===== src/rtl/core/fndt_pkg.sv =====
package fndt_pkg;

	// command codes
	localparam logic [1:0] CMD_INSERT = 2'd0;
	localparam logic [1:0] CMD_SEARCH = 2'd1;
	localparam logic [1:0] CMD_DELETE = 2'd2;

	// response status codes
	localparam logic [1:0] ST_DONE      = 2'd0;
	localparam logic [1:0] ST_NOT_FOUND = 2'd1;
	localparam logic [1:0] ST_FULL      = 2'd2;

	// fixed field widths
	localparam int CMD_W   = 2;
	localparam int HALF_W  = 64;
	localparam int INODE_W = 16;
	localparam int STAT_W  = 2;
	localparam int USED_W  = 5;
	localparam int IN_W    = 152;
	localparam int OUT_W   = 24;

endpackage


===== src/rtl/core/file_name_directory_table.sv =====
// Channel | dir | tdata fields, LSB first                        | handshake
// s_*     | in  | cmd[1:0] name_high[65:2] name_low[129:66]        | tvalid/tready
//         |     | inode_in[145:130], zero fill to 151              |
// m_*     | out | status[1:0] inode_out[17:2] entries_used[22:18]  | tvalid/tready
//         |     | zero fill bit 23                                 |
//
// One command at a time. An insert goes straight to its result. A search compares entries
// in order up to a hit or the last live entry; a delete that hits then shifts the entries
// above it down by one, so a delete that hits is the longest command. Reads go through the
// single read port of the entry memory (one entry read per cycle, registered read data).
// Reset clears all but the entry memory and read data; the memory needs no clearing.
// s_tready is high only between commands; a finished result waits in the output
// register, and a new command is taken while it waits.
module file_name_directory_table
	import fndt_pkg::*;
#(
	parameter int TABLE_ENTRIES = 16,
	parameter int NAME_BYTES    = 16
) (
	input  logic             clk,
	input  logic             arst_n,
	input  logic             s_tvalid,
	output logic             s_tready,
	input  logic [IN_W-1:0]  s_tdata,   // cmd, name_high, name_low, inode_in
	output logic             m_tvalid,
	input  logic             m_tready,
	output logic [OUT_W-1:0] m_tdata    // status, inode_out, entries_used
);

	localparam int IW = $clog2(TABLE_ENTRIES);       // entry index width
	localparam int CW = $clog2(TABLE_ENTRIES + 1);   // count width
	localparam int KW = NAME_BYTES * 8;              // stored name bits
	localparam int EW = KW + INODE_W;                // memory word width

	typedef enum logic [1:0] {
		IDLE,
		SCAN,
		SHIFT,
		RESP
	} state_t;

	state_t              state_q;
	logic [CW-1:0]       count_q;
	logic [CW-1:0]       idx_q;
	logic [KW-1:0]       key_q;
	logic                del_q;
	logic [STAT_W-1:0]   resp_status_q;
	logic [INODE_W-1:0]  resp_inode_q;
	logic                m_tvalid_q;
	logic [OUT_W-1:0]    m_tdata_q;

	// entry memory: {name key, inode}
	logic [EW-1:0]       mem [TABLE_ENTRIES];
	logic [EW-1:0]       rd_data_q;
	logic                mem_we;
	logic [IW-1:0]       mem_waddr;
	logic [EW-1:0]       mem_wdata;
	logic [CW-1:0]       rd_addr;

	logic [CMD_W-1:0]    cmd_in;
	logic [2*HALF_W-1:0] name_full;
	logic [KW-1:0]       key_in;
	logic [INODE_W-1:0]  inode_in;
	logic                accept;
	logic                full;
	logic                hit;
	logic [CW-1:0]       idx_next;
	logic                more;
	logic                resp_load;

	// input unpack; the name is big-endian, byte 0 on top, keep the first NAME_BYTES
	assign cmd_in    = s_tdata[1:0];
	assign name_full = {s_tdata[65:2], s_tdata[129:66]};
	assign key_in    = name_full[2*HALF_W-1 -: KW];
	assign inode_in  = s_tdata[145:130];

	assign s_tready = (state_q == IDLE);
	assign accept   = s_tvalid && s_tready;
	assign full     = (count_q >= CW'(TABLE_ENTRIES));
	assign hit      = (rd_data_q[EW-1:INODE_W] == key_q);
	assign idx_next = idx_q + CW'(1);
	assign more     = (idx_next < count_q);

	// result goes into the output register when it is empty or being drained
	assign resp_load = (state_q == RESP) && (!m_tvalid_q || m_tready);

	// read address runs one entry ahead of the compare / move
	always_comb begin
		case (state_q)
			SCAN:    rd_addr = idx_next;
			SHIFT:   rd_addr = idx_q + CW'(2);
			default: rd_addr = '0;
		endcase
	end

	always_comb begin
		mem_we    = 1'b0;
		mem_waddr = count_q[IW-1:0];
		mem_wdata = {key_in, inode_in};
		if (accept && cmd_in == CMD_INSERT && !full) begin
			mem_we = 1'b1;
		end else if (state_q == SHIFT && more) begin
			// close the gap: entry idx+1 moves down to idx
			mem_we    = 1'b1;
			mem_waddr = idx_q[IW-1:0];
			mem_wdata = rd_data_q;
		end
	end

	always_ff @(posedge clk) begin
		if (mem_we) begin
			mem[mem_waddr] <= mem_wdata;
		end
		rd_data_q <= mem[rd_addr[IW-1:0]];
	end

	always_ff @(posedge clk or negedge arst_n) begin
		if (!arst_n) begin
			state_q       <= IDLE;
			count_q       <= '0;
			idx_q         <= '0;
			key_q         <= '0;
			del_q         <= 1'b0;
			resp_status_q <= ST_DONE;
			resp_inode_q  <= '0;
			m_tvalid_q    <= 1'b0;
			m_tdata_q     <= '0;
		end else begin
			if (resp_load) begin
				m_tvalid_q <= 1'b1;
			end else if (m_tready) begin
				m_tvalid_q <= 1'b0;
			end
			case (state_q)
				IDLE: begin
					if (accept) begin
						key_q        <= key_in;
						del_q        <= (cmd_in == CMD_DELETE);
						idx_q        <= '0;
						resp_inode_q <= '0;
						state_q      <= RESP;
						case (cmd_in)
							CMD_INSERT: begin
								if (full) begin
									resp_status_q <= ST_FULL;
								end else begin
									resp_status_q <= ST_DONE;
									count_q       <= count_q + CW'(1);
								end
							end
							CMD_SEARCH, CMD_DELETE: begin
								resp_status_q <= ST_NOT_FOUND;
								if (count_q != '0) begin
									state_q <= SCAN;
								end
							end
							default: begin
								resp_status_q <= ST_NOT_FOUND;
							end
						endcase
					end
				end
				SCAN: begin
					if (hit) begin
						resp_status_q <= ST_DONE;
						resp_inode_q  <= rd_data_q[INODE_W-1:0];
						state_q       <= del_q ? SHIFT : RESP;
					end else if (more) begin
						idx_q <= idx_next;
					end else begin
						state_q <= RESP;
					end
				end
				SHIFT: begin
					if (more) begin
						idx_q <= idx_next;
					end else begin
						count_q <= count_q - CW'(1);
						state_q <= RESP;
					end
				end
				RESP: begin
					if (resp_load) begin
						m_tdata_q  <= {1'b0, USED_W'(count_q), resp_inode_q, resp_status_q};
						state_q    <= IDLE;
					end
				end
				default: begin
					state_q <= IDLE;
				end
			endcase
		end
	end

	assign m_tvalid = m_tvalid_q;
	assign m_tdata  = m_tdata_q;

	// table never holds more than its capacity
	a_count_cap: assert property (@(posedge clk) disable iff (!arst_n)
		count_q <= CW'(TABLE_ENTRIES))
		else $error("entry count above capacity");

	// scan and shift only touch live entries
	a_idx_live: assert property (@(posedge clk) disable iff (!arst_n)
		(state_q == SCAN || state_q == SHIFT) |-> (idx_q < count_q))
		else $error("scan index beyond live entries");

	// one command moves the count by at most one
	a_count_step: assert property (@(posedge clk) disable iff (!arst_n)
		$past(arst_n) |-> (count_q == $past(count_q) ||
		count_q == $past(count_q) + CW'(1) || count_q + CW'(1) == $past(count_q)))
		else $error("entry count jumped");

	// memory writes only on insert or while closing a gap
	a_write_src: assert property (@(posedge clk) disable iff (!arst_n)
		mem_we |-> (accept || state_q == SHIFT))
		else $error("unexpected entry write");

endmodule

===== config.mk =====
export PLATFORM = sky130hd
export DESIGN_NAME = file_name_directory_table
export DESIGN_NICKNAME = d
export VERILOG_FILES = /design/src/rtl/core/fndt_pkg.sv /design/src/rtl/core/file_name_directory_table.sv
export SDC_FILE = /design/constraint.sdc
export NUM_CORES = 2
export LEC_CHECK = 0
export BUFFER_PORTS_ARGS = -buffer_cell sky130_fd_sc_hd__buf_2
export CAP_MARGIN = 10
export CORE_UTILIZATION = 40
export DETAILED_ROUTE_END_ITERATION = 6
export PLACE_DENSITY = 0.59
export SETUP_SLACK_MARGIN = 0.5
export SLEW_MARGIN = 20
export SYNTH_ARGS = -nofsm -noshare
export SYNTH_HDL_FRONTEND = slang
export SYNTH_SLANG_ARGS = --single-unit
export TNS_END_PERCENT = 10

===== constraint.sdc =====
create_clock -name clk -period 7.9 [get_ports clk]
set_input_delay 1.58 -clock clk [delete_from_list [all_inputs] [get_ports clk]]
set_output_delay 1.58 -clock clk [all_outputs]
set_load 0.02 [all_outputs]

==> impl_metrics.toml <==
[global_routing]
groute.usage.overall_pct = 19.6
grt_overflow = 0
grt_pass1_vias = 50966
antenna_found_initial = 48
grt_max_degree = 133
grt_pass1_wl_mm = 362

[min_path]
hold_class = "reg -> reg"

[run]
cap_violations = 0

[critical_path]
path_class = "reg -> reg"
crit_buf_inv = 2
reg2reg_depth = 12
worstPathRequired_ns = 8.47
path_delay_family = "simple AND/OR/NAND/NOR gates"
crit_arrival_ns = 5.83
cp_max_fo = 46
cp-endpoint = "mem[1][74]$_DFFE_PP_"
critPathMostFrequentCell = "ha_1"
cp_cell_sequence = "ha_1, nand3_1, xnor2_1, ha_1, nand2_1, a21oi_1, a211oi_4, and3_1, a31oi_1, nor2_4, buf_12, buf_4"
worst_path_largest_cell_delay_ns = 0.97
slowest_stage = "nor2_4"
startpoint_type = "flip-flop"
r2r_setup_slack_ns = 2.64
reg2reg_to = "mem[1][74]$_DFFE_PP_"
crit_start = "idx_q[0]$_DFFE_PN0P_"
end_kind = "flip-flop"
r2r_start = "idx_q[0]$_DFFE_PN0P_"
cp_num_cells = 12

[floorplan]
die_w_um = 505
die_area_mm2 = 0.255
ioPinCount = 182
die-height_um = 505
rows = 184
placeableCoreArea_mm2 = 0.251
start_util_pct = 40.3

[timing]
post-route-min-period_ns = 5.26
worst_slew_pin_slew_ns = 1.24
max_freq_mhz = 190
hold_ws_ns = 0.478
drv_slew = 0
relSlewSlack_pct = 16.3
fin_tns_setup_ns = 0
hold_violations = 0
grt_setup_unrepaired = "no"
fin_skew_ns = 0.0645
setup_viol = 0
finalCritPeriodShare_pct = 66.6

[status]
status = "finished, violations left"
failed_checks = "design-rule violations"

[detailed_routing]
drc = 36
via_per_inst = 5.59
wl_per_cell_um = 28.4
drtAntennaViolNets = 0
wl_mm = 250
drtPass1Iterations = 7
via_count = 49101
drt-initial-drc-count = 4218

[place]
dp.cells = 8256
detailed_place.area_mm2 = 0.106
hpwl_mm = 127
io_buffers = 174
gp_congestion = 0.743

[finish]
finalNonFillerCells = 8781
drive_above_1_share_pct = 27.4
syn2layout_area_growth_pct = 13.9
nNetsFinal = 5375
final_area_mm2 = 0.115

[logic_synthesis]
synthCells = 4917
syn_avg_cell_area_um2 = 20.6
yosysWarnings = 0
yosysUniqueCellTypes = 56
syn_area_mm2 = 0.101
synth.area.top_cells = "edfxtp_1 (68%), mux4_2 (13%), dfrtp_1 (4.5%)"
synth_edf_count = 2304
synth_ff_type = "edfxtp_1"
ys_seq_area_share_pct = 75.7
yosys.area.top_type = "edfxtp_1"
synthArstFlopShare_pct = 6.96
syn-num-nets = 5089
ys_ff_latch = 2631
yosysTopAreaCellShare_pct = 68.4

[clocking]
clock_latency_ns = 0.93
clock_sinks = 2631
path_clk_slew_ns = 0.06
tritoncts = "done"
cts_setup_buffers = 0
htreeDepth = 5
cts_buffers = 293
holdBufCountCts = 0
ctsResizeCount = 0
root_buffer = "clkbuf_16"
clockBufferDepth = 4

[power_and_ir_drop]
ir_drop_mv = 0.335
power.density_mw_per_mm2 = 378
leakagePower_nw = 37.1
power_mw = 43.5
==> per-layer routing <==
layer / global-route usage (%) / up-vias / wire length (µm)
met5: 0 / - / 81
met4: 4.39 / 12 / 4910
met3: 3.43 / 365 / 14300
met2: 33.1 / 1371 / 126000
met1: 26.5 / 26739 / 105000
li1: - / 20614 / -
==> synthesized netlist by cell type (2+ instances only) <==
cell type     n
a32oi_1       4
a31oi_1     133
a21o_1        4
buf_2       104
nor3_1        2
mux2_1       46
a21oi_1      18
clkbuf_1    115
mux2i_1      60
buf_12        6
nand4_1      17
dfxtp_1     144
o211ai_1     17
and2_1      142
and3_1        3
nor4_1       28
xnor2_1      37
nand3_1      37
ha_1         15
a311oi_1      4
a2bb2oi_1     2
nor2_1       30
a211oi_1    141
a32o_1        2
o21ai_1       2
a22oi_1       2
buf_4        38
mux4_2      563
inv_1        19
edfxtp_1   2304
mux2_2      243
xor2_1       99
nand2_1     301
buf_1         9
dfrtp_1     183
nand2b_1      3
o21ai_0      21
==> area by class of cell <==
class,count,area [µm²]
timing repair buffer,263,2000
fill,21186,136000
tap,3348,4190
antenna,11,27.5
clock buffer,418,8200
sequential,2631,76600
inverter,20,75.1
multi-input combinational,1994,23300
clock inverter,96,825
==> state kept, by name, summed over array words and instances (netlist names) <==
register / count
key_q: 128
state_q: 2
idx_q: 5
m_tvalid: 1
count_q: 5
m_tdata: 23
mem: 2304
rd_data_q: 144
resp_inode_q: 16
del_q: 1
resp_status_q: 2
==> placed cells by master (no fill, tap or decap), drive strengths merged, types with 2 or more instances in the layout <==
master	n
a211oi	142
a21boi	2
a21o	4
a21oi	18
a22oi	2
a2bb2oi	2
a311oi	4
a31oi	133
a32o	2
a32oi	4
and2	143
and3	3
buf	263
bufinv	14
clkbuf	418
clkinv	75
dfrtp	183
dfxtp	144
diode	11
edfxtp	2304
ha	15
inv	27
mux2	289
mux2i	60
mux4	563
nand2	301
nand2b	3
nand3	38
nand4	17
nor2	30
nor3	2
nor4	28
o211ai	17
o21ai	23
xnor2	37
xor2	99
==> worst min path at each step <==
stage                            startpoint                          end  slack, ns  cells past startpoint
floorplan              rd_data_q[0]$_DFF_P_  resp_inode_q[0]$_DFFE_PN0P_       0.46                      2
global placement     m_tdata[0]$_DFFE_PN0P_       m_tdata[0]$_DFFE_PN0P_       0.46                      2
detailed placement   m_tdata[0]$_DFFE_PN0P_       m_tdata[0]$_DFFE_PN0P_       0.47                      2
CTS                  m_tdata[0]$_DFFE_PN0P_       m_tdata[0]$_DFFE_PN0P_       0.48                      2
global route        m_tdata[22]$_DFFE_PN0P_      m_tdata[22]$_DFFE_PN0P_       0.51                      2
finish               m_tdata[0]$_DFFE_PN0P_       m_tdata[0]$_DFFE_PN0P_       0.48                      2
==> cell families (layout without fill, tap and decap cells) <==
logic type      Yosys count  in the layout  share of synthesized area, %
compound gates          361            361                          2.45
xor+xnor                136            136                          1.18
fa+ha+maj                16             16                         0.205
buf+inv                 292            797                          1.45
flops                  2631           2631                          75.7
mux                     912            912                          16.3
other cells               1             12                       0.00370
simple gates            568            568                          2.65
==> power breakdown <==
part | internal, mW | switching, mW
logic | 5.20 | 6.99
registers | 17.8 | 0.685
clock network | 7.66 | 5.23
==> metrics by stage <==
step,worst slack (ns),util (%)
floorplan,-1.38,-
global placement,2.59,42.2
detailed placement,2.63,42.2
CTS,2.65,45.8
global route,2.40,45.8
finish,2.64,45.9
==> worst min-delay path: stages, from the launching register on <==
cell	delay (ns)
dfrtp_1	0.34
nand2_1	0.04
o21ai_0	0.06
(Power assumes the default switching activity.)
